`src/rtl/dqnl_ram.sv`:
```
module dqnl_ram #(
    parameter int WIDTH = 8,
    parameter int DEPTH = 256,
    localparam int AW = (DEPTH > 1) ? $clog2(DEPTH) : 1
) (
    input  logic             clk,
    input  logic             we,
    input  logic [AW-1:0]    waddr,
    input  logic [WIDTH-1:0] wdata,
    input  logic             re,
    input  logic [AW-1:0]    raddr,
    output logic [WIDTH-1:0] rdata
);

    logic [WIDTH-1:0] mem [DEPTH];

    always_ff @(posedge clk)
    begin
        if (we)
        begin
            mem[waddr] <= wdata;
        end
        if (re)
        begin
            rdata <= mem[raddr];
        end
    end

endmodule

```
`config.mk`:
```
export PLATFORM = sky130hd
export DESIGN_NAME = dqnl_ram
export DESIGN_NICKNAME = d
export VERILOG_FILES = /design/src/rtl/dqnl_ram.sv
export SDC_FILE = /design/constraint.sdc
export NUM_CORES = 2
export LEC_CHECK = 0
export ABC_CLOCK_PERIOD_IN_PS = 2900
export BUFFER_PORTS_ARGS = -buffer_cell sky130_fd_sc_hd__buf_4
export CORE_MARGIN = 2
export CORE_UTILIZATION = 45
export DETAILED_ROUTE_END_ITERATION = 12
export PLACE_DENSITY = 0.67
export SLEW_MARGIN = 10
export SYNTH_ARGS = -nofsm -noshare
export SYNTH_HDL_FRONTEND = slang
export SYNTH_SLANG_ARGS = --single-unit
```
`constraint.sdc`:
```
create_clock -name clk -period 2.9 [get_ports clk]
set_input_delay 0.145 -clock clk [delete_from_list [all_inputs] [get_ports clk]]
set_output_delay 0.145 -clock clk [all_outputs]
set_load 0.01 [all_outputs]
```
### Word level (Yosys, flattened, before mapping)

Memory sizes are Yosys's and may differ from the RTL's. A register that Yosys moved wholly into a read port is not among the register bits.
Index checks and enable logic that the tools add are counted.

| word-level totals | value |
|---|---|
| output and inout bits | 8 |
| word-level logic and storage cells | 3 |
| memories kept | 1 |
| bits in registers | 0 |
| input bits | 27 |
| bits in writable memories | 2048 |

Memory list:

| name | depth | bits a word | rd ports | clocked after memory_dff | write ports | RTL line | text |
|---|---|---|---|---|---|---|---|
| mem | 256 | 8 | 1 | 1 | 1 | 15 | `logic [WIDTH-1:0] mem [DEPTH];` |

| cells by class | value |
|---|---|
| multiplexer cells | 2 |

Operator list:

| operator | count |
|---|---|
| 1-bit two-way mux | 2 |

### Longest topological paths before layout

| depth | value |
|---|---|
| word-level depth | 2 |
| depth in mapped cells | 11 |
| gate-level depth less buffers | 6 |

### Least setup slack after synthesis

OpenSTA, ideal clock, no wires.

| timing | value |
|---|---|
| path type | in2reg |
| start point | input port raddr[0] |
| end point | register rdata[2] (read register of mem) (data pin) |
| library setup time | 0.269 ns |
| setup slack | 0.679 ns |
| arrival time | 1.952 ns |
| stages | 9 |
| path buffers | 4 |
| path through | buf_6 buf_12 buf_8 buf_2 mux4_2 a22oi_1 a21oi_1 nor4_1 nor4_2 |

RTL lines:

| item | RTL line | text |
|---|---|---|
| start, declared | 11 | `input logic [AW-1:0] raddr,` |
| end, declared | 12 | `output logic [WIDTH-1:0] rdata` |

==> impl_metrics.py <==
metrics = {
    "outcome": {
        "run_status": "complete, no violations",
    },
    "floorplanning": {
        "dieHeight_microns": 425,
        "io_pins": 35,
        "core_area_sq_um": 176000,
        "chipWidth_microns": 425,
        "rows": 154,
        "die_area_sq_um": 180000,
        "start_util_pct": 45.3,
    },
    "yosys": {
        "synthTopCellsByArea": "edfxtp_1 (78%), mux4_2 (13%), mux2i_1 (1.7%), nor2_1 (1.3%), a22oi_1 (1.3%)",
        "async_flop_share_pct": 0,
        "ys_top_cells_by_count": "edfxtp_1 (2,056), mux4_2 (454), nor2_1 (282)",
        "syn_area_per_cell_sq_um": 21.3,
        "yosys.area.top_type": "edfxtp_1",
        "yosysWarnings": 0,
        "yosysTopAreaCellShare_pct": 77.5,
        "synth.most_common_cell": "edfxtp_1",
        "ys_ff_latch": 2056,
        "synth_cells": 3733,
        "ys_seq_area_share_pct": 77.5,
        "ys_types": 54,
        "synth-main-ff-cell": "edfxtp_1",
        "netlist_area_sq_um": 79600,
        "synth_edf_count": 2056,
        "synthesis.nets": 3760,
    },
    "sta": {
        "whs_ns": 0.229,
        "period_share_pct": 96.4,
        "finalHoldViolations": 0,
        "rsz0062_at_grt": "no",
        "fin_crit_ns": 2.79,
        "fmax_mhz": 358,
        "finClkSkew_ns": 0.0546,
        "slew_headroom_pct": 40.2,
        "setup_violations": 0,
        "setup_tns_ns": 0,
        "worst_pin_slew_ns": 0.894,
        "slew_violations": 0,
    },
    "detailed_routing": {
        "vias_per_cell": 6.00,
        "post_drt_wl_per_cell_microns": 29.3,
        "drt.antenna.violating_nets": 0,
        "first_iter_violations": 5003,
        "drc": 0,
        "num_vias": 40900,
        "drt-pass1-iter-count": 5,
        "routed_wl_microns": 200000,
    },
    "clock_tree": {
        "cts_buffer_depth": 3,
        "clock_sinks": 2056,
        "cts_tree": "yes",
        "cts_root_buffer": "clkbuf_16",
        "insertion_delay_ns": 0.84,
        "htree_levels": 4,
        "ctsResizeCount": 0,
        "clkTransAtPathRegs_ns": 0.06,
        "cts-buffers-inserted": 201,
    },
    "worst_setup_path": {
        "start_kind": "flop",
        "cp.arrival_ns": 3.35,
        "critPathKind": "reg2reg",
        "crit_required_ns": 3.46,
        "critPathCaptureType": "flop",
        "crit_path_max_fanout": 1,
    },
    "place": {
        "place_congestion": 0.892,
        "io_buffers": 34,
        "post-dp-hpwl_microns": 129000,
        "numPlacedInstances": 6430,
    },
    "layout": {
        "drive_above_1_share_pct": 30.2,
        "nNetsFinal": 4340,
        "final_cells": 6821,
        "fin_util_pct": 52.9,
        "synthToLayoutAreaGrowth_pct": 16.9,
    },
    "pwr": {
        "ir_drop_v": 0.000479,
        "p_total_mw": 62.1,
        "powerDensity_nw_per_um2": 667,
        "p_leak_nw": 29.8,
    },
    "global_route": {
        "first_global_vias": 40700,
        "grt_pass1_wl_microns": 288000,
        "grt_max_degree": 96,
        "antenna_found_initial": 6,
        "grt_use_total_pct": 22.2,
        "grt.overflow.total": 0,
    },
    "hold_path": {
        "hold_path.class": "in2reg",
    },
    "job": {
        "drv_cap": 0,
    },
}
-- kinds of logic after synthesis --
logic type,share of synthesized area (%)
AO/OA/AOI/OAI,3.42
flip-flops,77.5
buffers and inverters,1.83
multiplexers,14.6
AND/OR/NAND/NOR,2.63
-- flip-flops by register name, summed over array words and instances (netlist names) --
signal  count
mem      2048
rdata       8
-- critical path, stage by stage, from the launching register on --
cell and delay (ns):
edfxtp_1 0.37, mux4_2 0.49, a22o_1 0.29, a221oi_1 0.29, buf_4 0.19, o221ai_1 0.11, a211oi_1 0.48, buf_4 0.24
nor4_1 0.05
-- where the power goes --
part / switching (mW) / leakage, nW / total (mW) / internal (mW)
Combinational: 2.00 / 8.13 / 3.26 / 1.26
Clock: 11.1 / 3.20 / 26.0 / 14.9
Sequential: 0.0532 / 18.5 / 32.8 / 32.8
-- layer usage --
metal | global-route usage, % | part of all wire [%] | wire length, microns | vias to the layer above
met4 | 7.03 | 3.3 | 6520 | 0
met2 | 35.3 | 48 | 96200 | 2100
met3 | 4.78 | 9.7 | 19400 | 362
met5 | 0 | 0 | 0 | -
met1 | 30.8 | 39 | 77600 | 21600
li1 | - | - | - | 16900
-- path summary, 6_finish.rpt --
kind                             end  slack, ns  cells past startpoint             startpoint
setup / recovery  rdata[3]$_DFFE_PP_       0.11                      8   mem[27][3]$_DFFE_PP_
hold / removal    rdata[5]$_DFFE_PP_       0.23                      2                     re
setup reg to reg  rdata[3]$_DFFE_PP_       0.11                      8   mem[27][3]$_DFFE_PP_
hold reg to reg   rdata[5]$_DFFE_PP_       1.16                      5  mem[146][5]$_DFFE_PP_
-- stage by stage --
stage               cell area, sq um  setup slack (ns)
global placement               86300            -0.541
CTS                            93100             0.160
global route                   93100            0.0610
finish                         93100             0.106
detailed placement             86300            -0.524
floorplan                      79600             0.679
-- placed cells by master, fill, tap and decap left out, types with 4 or more instances in the layout --
master,n
a21oi_1,96
or2_2,4
edfxtp_1,2056
nor2b_1,28
mux2i_1,134
buf_8,5
dlygate4sd3_1,20
nand2b_1,8
buf_4,527
a22oi_1,133
nor4_1,24
clkinv_2,39
clkinvlp_4,4
clkbuf_8,5
and2_1,6
clkbuf_1,34
bufinv_16,24
nand3_1,31
a221oi_1,13
o21ai_0,10
a211oi_1,16
o22a_1,5
nor2_1,279
nand2_1,33
clkinv_1,52
nor3_1,22
o22ai_1,28
o211ai_1,10
o32ai_1,4
nand4_1,10
inv_6,7
o221ai_1,46
mux4_2,454
a22o_1,8
buf_12,53
clkbuf_16,202
-- cell type report --
cell class	count	area, sq um
repair buffers	610	5360
clock inverters	134	1360
clock buffers	236	5180
fillers	13300	82800
flip-flops and latches	2056	61700
multi-input cells	1442	16500
inverters	2	7.51
diodes	1	2.50
well taps	2340	2930
-- timing repair --
action	CTS	global route
hold endpoints to repair	699	0
buffers inserted	0	0
hold buffers	20	0
(Power assumes the default switching activity.)
