`src/rtl/dqnl_pkg.sv`:
```
package dqnl_pkg;

    localparam int TABLE_DEPTH_DEF = 256;
    localparam int NAME_MAX_DEF    = 64;
    localparam int ID_DEPTH_DEF    = 256;
    localparam int HEADER_BYTES    = 12;

    // Name lengths never exceed 255, so they always fit in one byte.
    localparam int QLEN_W = 8;
    localparam int SUM_W  = 10;
    localparam int HDR_W  = 4;

    localparam logic [7:0] LABEL_MAX = 8'd63;
    localparam logic [7:0] DOT_CHAR  = 8'h2E;

    localparam logic RESULT_QUERY = 1'b0;
    localparam logic RESULT_REPLY = 1'b1;

    typedef enum logic [1:0] {
        MODE_LOAD_NAME = 2'd0,
        MODE_LOAD_ADDR = 2'd1,
        MODE_QUERY     = 2'd2,
        MODE_REPLY     = 2'd3
    } mode_t;

    typedef enum logic [3:0] {
        PH_HEADER = 4'b0001,
        PH_LENGTH = 4'b0010,
        PH_LABEL  = 4'b0100,
        PH_DONE   = 4'b1000
    } phase_t;

    typedef struct packed {
        logic [QLEN_W-1:0] qlen;
        logic [15:0]       query_id;
        logic              bad;
        logic              done;
    } parse_status_t;

endpackage

```
`src/rtl/dqnl_parser.sv`:
```
module dqnl_parser
    import dqnl_pkg::*;
#(
    parameter int NAME_MAX = NAME_MAX_DEF,
    localparam int QAW = (NAME_MAX > 1) ? $clog2(NAME_MAX) : 1
) (
    input  logic            clk,
    input  logic            rst_n,
    input  logic            byte_en,
    input  logic [7:0]      data_byte,
    input  logic            clear,
    output parse_status_t   status,
    output logic            qn_we,
    output logic [QAW-1:0]  qn_waddr,
    output logic [7:0]      qn_wdata
);

    phase_t             phase_reg, phase_next;
    logic [HDR_W-1:0]   offset_reg, offset_next;
    logic [5:0]         rem_reg, rem_next;
    logic [QLEN_W-1:0]  qlen_reg, qlen_next;
    logic [15:0]        id_reg, id_next;
    logic               bad_reg, bad_next;
    logic [SUM_W-1:0]   need_sum;

    always_comb
    begin
        phase_next  = phase_reg;
        offset_next = offset_reg;
        rem_next    = rem_reg;
        qlen_next   = qlen_reg;
        id_next     = id_reg;
        bad_next    = bad_reg;
        qn_we       = 1'b0;
        qn_waddr    = qlen_reg[QAW-1:0];
        qn_wdata    = data_byte;
        need_sum    = SUM_W'(qlen_reg) + SUM_W'(data_byte)
                    + ((qlen_reg != '0) ? SUM_W'(1) : SUM_W'(0));
        if (byte_en)
        begin
            case (phase_reg)
                PH_HEADER:
                begin
                    if (offset_reg == HDR_W'(0))
                    begin
                        id_next[15:8] = data_byte;
                    end
                    else if (offset_reg == HDR_W'(1))
                    begin
                        id_next[7:0] = data_byte;
                    end
                    if (offset_reg == HDR_W'(HEADER_BYTES - 1))
                    begin
                        phase_next = PH_LENGTH;
                    end
                    offset_next = offset_reg + HDR_W'(1);
                end
                PH_LENGTH:
                begin
                    if (data_byte == 8'd0)
                    begin
                        phase_next = PH_DONE;
                    end
                    else if (data_byte > LABEL_MAX || need_sum > SUM_W'(NAME_MAX))
                    begin
                        bad_next   = 1'b1;
                        phase_next = PH_DONE;
                    end
                    else
                    begin
                        if (qlen_reg != '0)
                        begin
                            qn_we     = 1'b1;
                            qn_wdata  = DOT_CHAR;
                            qlen_next = qlen_reg + QLEN_W'(1);
                        end
                        rem_next   = data_byte[5:0];
                        phase_next = PH_LABEL;
                    end
                end
                PH_LABEL:
                begin
                    if (qlen_reg < QLEN_W'(NAME_MAX))
                    begin
                        qn_we     = 1'b1;
                        qlen_next = qlen_reg + QLEN_W'(1);
                    end
                    rem_next = rem_reg - 6'd1;
                    if (rem_reg == 6'd1)
                    begin
                        phase_next = PH_LENGTH;
                    end
                end
                PH_DONE:
                begin
                end
                default:
                begin
                    phase_next = PH_HEADER;
                end
            endcase
        end
        if (clear)
        begin
            phase_next  = PH_HEADER;
            offset_next = '0;
            rem_next    = '0;
            qlen_next   = '0;
            id_next     = '0;
            bad_next    = 1'b0;
        end
    end

    always_ff @(posedge clk or negedge rst_n)
    begin
        if (!rst_n)
        begin
            phase_reg  <= PH_HEADER;
            offset_reg <= '0;
            rem_reg    <= '0;
            qlen_reg   <= '0;
            id_reg     <= '0;
            bad_reg    <= 1'b0;
        end
        else
        begin
            phase_reg  <= phase_next;
            offset_reg <= offset_next;
            rem_reg    <= rem_next;
            qlen_reg   <= qlen_next;
            id_reg     <= id_next;
            bad_reg    <= bad_next;
        end
    end

    assign status.qlen     = qlen_reg;
    assign status.query_id = id_reg;
    assign status.bad      = bad_reg;
    assign status.done     = (phase_reg == PH_DONE);

endmodule

```
`config.mk`:
```
export PLATFORM = sky130hd
export DESIGN_NAME = dqnl_parser
export DESIGN_NICKNAME = d
export VERILOG_FILES = /design/src/rtl/dqnl_pkg.sv /design/src/rtl/dqnl_parser.sv
export SDC_FILE = /design/constraint.sdc
export NUM_CORES = 1
export LEC_CHECK = 0
export ABC_AREA = 0
export BUFFER_PORTS_ARGS = -buffer_cell sky130_fd_sc_hd__buf_2
export CAP_MARGIN = 10
export CORE_MARGIN = 4
export CORE_UTILIZATION = 50
export CTS_BUF_LIST = sky130_fd_sc_hd__clkbuf_4 sky130_fd_sc_hd__clkbuf_8
export CTS_CLUSTER_DIAMETER = 60
export DETAILED_ROUTE_END_ITERATION = 7
export PLACE_DENSITY = 0.84
export RECOVER_POWER = 100
export SLEW_MARGIN = 10
export SYNTH_ARGS = -nofsm -noshare
export SYNTH_HDL_FRONTEND = slang
export SYNTH_SLANG_ARGS = --single-unit
export TNS_END_PERCENT = 5
```
`constraint.sdc`:
```
create_clock -name clk -period 4.4 [get_ports clk]
set_clock_uncertainty 0.2 [all_clocks]
set_input_delay 0.66 -clock clk [delete_from_list [all_inputs] [get_ports clk]]
set_output_delay 0.66 -clock clk [all_outputs]
set_load 0.01 [all_outputs]
```
**After elaboration in Yosys (flattened, before gate mapping)**

Cells that the tools add are included.

- Flip-flop bits (word level): 39
- Bits in latches: 0
- Bits in writable memories: 0
- ROM bits: 0
- Bits of input ports: 12
- Output and inout port bits: 41
- Logic and storage cells: 94
- Memories: 0

- Add/sub/neg operators: 5
- Multipliers: 0
- Div/mod/pow operators: 0
- Order comparisons: 3
- Equality and inequality tests: 16
- Shift-type cells: 0
- Mux-type cells: 45
- Bitwise gates (word level): 0
- Reduce and logical (&&, ||, !) cells: 18

Operators with widths:

| kind | count |
|---|---|
| $mux 8 | 14 |
| $mux 16 | 3 |
| $mux 4 | 9 |
| $mux 6 | 4 |
| $ne 3x3->1 const B | 6 |
| $pmux 4 s4 | 1 |
| $pmux 8 s2 | 1 |
| $reduce_and 4->1 | 4 |
| $pmux 6 s2 | 1 |
| $reduce_bool 2->1 | 6 |
| $mux 1 | 11 |
| $add 9x1->10 | 1 |
| $gt 10x7->1 const B | 1 |
| $add 8x8->9 | 1 |
| $add 8x1->8 const B | 1 |
| $eq 4x1->1 const B | 2 |
| $eq 4x4->1 const B | 2 |
| $gt 8x6->1 const B | 1 |
| $logic_not 8->1 | 1 |
| $lt 8x7->1 const B | 1 |
| $reduce_bool 8->1 | 1 |
| $eq 6x1->1 const B | 1 |
| $ne 2x2->1 const B | 3 |
| $reduce_and 6->1 | 1 |
| other kinds (10) | 10 |

**Longest topological paths before layout**

- Word-level depth: 10
- Depth in mapped cells: 14
- Gate-level depth less buffers: 13

**Worst setup path before layout**

Ideal clock, no wire load.

- Path kind: register to output
- Start point: reg qlen_reg[5]
- End point: out qn_wdata[0]
- Data arrival time: 3.686 ns
- Data required time: 3.540 ns
- Path slack: -0.146 ns
- Stages on the path, launching flop included: 13
- Path buffers: 0
- Path through: dfrtp_1 -> or4_1 -> nor4b_1 -> fa_1 -> inv_1 -> fa_1 -> nor3b_1 -> o21ai_0 -> a2111o_1 -> nand2_1 -> nand2_1 -> or4_1 -> and2_1

- Word-level cells in the longest chain between the ends: 9
- Elaborated cells on any way between the ends: 11
- Those cells by class: add/sub (2); order compare (1); mux (6); reduce/logical (2)

RTL lines:

| element | RTL line | RTL |
|---|---|---|
| from (decl) | dqnl_parser.sv:21 | `logic [QLEN_W-1:0] qlen_reg, qlen_next;` |
| from (signal assigned) | dqnl_parser.sv:130 | `qlen_reg <= qlen_next;` |
| parallel branches: the longest is 5 deep, another holds $add 9x1->10 | -- |  |
| $mux 8 (*) | dqnl_parser.sv:64 | `else if (data_byte > LABEL_MAX \|\| need_sum > SUM_W'(NAME_MAX))` |
| $mux 8 (*) | dqnl_parser.sv:60 | `if (data_byte == 8'd0)` |
| $mux 8 (*) | dqnl_parser.sv:41 | `case (phase_reg)` |
| $mux 8 (*) | dqnl_parser.sv:39 | `if (byte_en)` |
| to (decl) | dqnl_parser.sv:15 | `output logic [7:0] qn_wdata` |

Every way passes the cells marked *.

**Final worst setup path**

- Start point: reg qlen_reg[4]
- End point: out qn_wdata[0]

Same word-level chain as after synthesis.

==> run summary <==
WP data required - 3.54 ns
global-route wire length before repair - 11600 um
H-tree depth - 2
HPWL after DPL - 4900 um
total number of vias - 2387
clock share of power - 0.276
outcome - finished, violations left
Hold Path Stages - 2
type of the worst min-delay path - flip-flop to flip-flop
Iter 0 DRT Violations - 158
Post-synth top flop - dfrtp_1
critical path type - flip-flop to primary output
CTS Buffer Depth - 2
initial antenna violation count - 0
Synth Register Bits - 39
Gate power share - 0.297
post-route ant nets - 0
count of different cell masters after synthesis - 57
min-delay src - bad_reg
violated checks - max-capacitance violations, max-slew violations, negative setup slack
unrepaired setup endpoints after global routing - yes
final WL - 6770 um
share of cells above drive strength 1 - 0.208
Area Growth Syn to Fin - 20.0%
Psw - 0.364 mW
Pwr Density - 340 nW/um2
Data arrival, critical path - 3.73 ns
Max FO, Critical Path - 3
Nets - 383
R2R setup slack - 0.32 ns
Leakage - 1.50 nW
Post-Syn Area - 2590 um2
Die Ht - 80.0 um
drc violations - 0
Clk pin slew, worst setup/hold paths - 0.08 ns
DIE AREA - 6410 um2
Synth top area share - 0.366
Starting Density - 0.532
CTS buffer count - 5
Rows - 25
Synth Area per Inst - 8.89 um2
Slew @ Worst Pin - 2.11 ns
switching share of power - 0.344
cell at the root of the clock tree - clkbuf_8
Placed Cells - 408
Yosys warning count - 0
FF-to-FF Start - qlen_reg[4]
CORE AREA - 4880 um2
Synth Instances - 292
Detailed Routing Iterations Pass 1 - 4
count leader, synth - dfrtp_1
Die W - 80.0 um
max-slew violations - 40
min Tclk post-route - 4.59 ns
Non-Filler Instances - 422
hold endpoint - bad_reg
Post-Syn Nets - 320
Relative slew margins - -0.409
largest cells by area after synthesis - dfrtp_1 37%, ha_1 6.8%, a21oi_1 5.0%
f_max - 0.218 GHz
I/O pin count - 53
GP Congestion - 0.982
max reg flops - 16
depth of the worst register-to-register path - 15
Ant. Diodes - 0
largest area contributor in the netlist - dfrtp_1
Post-synth ARST share - 1.00
cts hold-fix bufs - 0
TritonCTS clock tree - built
final hold vios - 0
Post-synth EDFFs - 0
# setup viols final - 7
wire length per cell - 16.0 um
# fillers - 446
Num Clock Sinks - 39
clk_lat worst skew - 0.29 ns
multi-input logic area - 1510 um2
CP endpoint kind - primary output
vias per cell - 5.66
grt ovf - 0
TNS Setup - -0.682 ns
largest net degree at the start of global routing - 40
Global Route Usage Sum - 0.231
Seq pwr share - 0.427
Cell Int Power - 0.695 mW
post-synthesis sequential area ratio - 0.377
reg2reg end - qlen_reg[3]
crit start category - flip-flop
I/O Buffers - 52
Post-synth top cells - 38 x dfrtp_1, 34 x nor2_1, 26 x a21oi_1, 20 x nand2_1, 17 x nand3_1
max_cap viols - 1
fin crit share - 1.04
final worst setup slack - -0.194 ns
vias in the first global route - 2387
Worst VDD drop - 0.226 mV
FF/Latch Area - 977 um2
-- per-layer routing --
| metal | vias up | GRT usage | share of wire |
|---|---|---|---|
| met5 | - | 0 | 0 |
| met4 | 0 | 0.0845 | 0.020 |
| met3 | 11 | 0.0485 | 0.080 |
| met2 | 82 | 0.363 | 0.48 |
| met1 | 1144 | 0.312 | 0.42 |
| li1 | 1150 | - | - |
-- logic make-up (layout without fill, tap and decap cells) --
logic type,Yosys count,count (layout),share of synthesized area
compound gates,62,62,0.160
xor+xnor,5,5,0.0169
fa+ha+maj,16,16,0.0829
buf+inv,32,95,0.0598
flops,39,39,0.377
mux,13,13,0.0501
simple gates,125,125,0.254
-- cell type report --
class                           count  share of cell area
Tap cell                           67              0.0269
Multi-Input combinational cell    221               0.486
Clock buffer                        5              0.0221
Clock inverter                      2              0.0121
Sequential cell                    39               0.314
Inverter                           13              0.0157
Timing Repair Buffer               75               0.124
-- power groups by stage --
stage / clock network (mW) / logic (mW) / registers [mW]
detailed placement: 0 / 0.321 / 0.457
global placement: 0 / 0.311 / 0.455
finish: 0.292 / 0.314 / 0.452
CTS: 0.294 / 0.323 / 0.452
floorplan: 0 / 0.214 / 0.461
global route: 0.313 / 0.353 / 0.457
-- metrics by stage --
stage	hold slack [ns]	util	power, mW	setup slack, ns	instance area [um2]
6_report	0.323	0.638	1.06	-0.194	3110
3_3_place_gp	0.278	0.609	0.765	0.0159	2970
2_1_floorplan	0.164	-	0.676	0.000988	2610
3_5_place_dp	0.296	0.609	0.778	-0.0583	2970
4_1_cts	0.310	0.639	1.07	-0.230	3120
5_1_grt	0.359	0.638	1.12	-0.310	3110
-- how the worst max path moves through the flow --
| stage | startpoint | endpoint | cells past startpoint |
|---|---|---|---|
| 3_5_place_dp | qlen_reg[4] | qn_wdata[0] | 13 |
| 2_1_floorplan | qlen_reg[5] | qn_wdata[0] | 12 |
| 3_3_place_gp | qlen_reg[4] | qn_wdata[0] | 13 |
| 5_1_grt | qlen_reg[4] | qn_wdata[0] | 13 |
| 6_report | qlen_reg[4] | qn_wdata[0] | 13 |
| 4_1_cts | qlen_reg[4] | qn_wdata[0] | 13 |
-- cell usage in the layout (no fill, tap or decap), types with 2 or more instances in the layout --
cell type / synthesis / layout
a211oi_1: 2 / 2
a21o_1: 2 / 2
a21oi_1: 26 / 26
a21oi_2: 3 / 2
and2_1: 3 / 3
and3_1: 4 / 4
buf_2: 1 / 29
buf_4: 7 / 18
clkbuf_1: 9 / 28
clkbuf_8: 0 / 5
dfrtp_1: 38 / 38
fa_2: 0 / 2
ha_1: 14 / 14
inv_1: 13 / 12
mux2i_1: 13 / 13
nand2_1: 20 / 19
nand2b_1: 13 / 13
nand3_1: 17 / 17
nand3b_1: 2 / 2
nor2_1: 34 / 34
nor2b_1: 3 / 3
nor3_1: 2 / 2
nor3b_2: 1 / 2
nor4_1: 7 / 7
o2111ai_1: 2 / 2
o21a_1: 2 / 2
o21ai_0: 12 / 11
or2_2: 2 / 2
or3_1: 4 / 4
xnor2_1: 3 / 3
xor2_1: 2 / 2
-- critical path, cell delays in order (launching register included) --
cell,delay (ns)
dfrtp_1,0.38
or4_4,0.55
nor4b_4,0.27
fa_2,0.27
inv_2,0.04
fa_2,0.38
nor3b_2,0.22
o21ai_1,0.10
a2111o_1,0.38
nand2_1,0.10
nand2_1,0.07
or4_1,0.40
and2_1,0.17
buf_2,0.13
-- repair_timing --
action                     in CTS  in global routing
pin swaps                       6                  8
gates resized for setup         8                  1
buffers inserted                2                  5
gates cloned                    0                  0
setup endpoints to repair       7                  7
No activity file was read; power rests on OpenSTA's default activity.
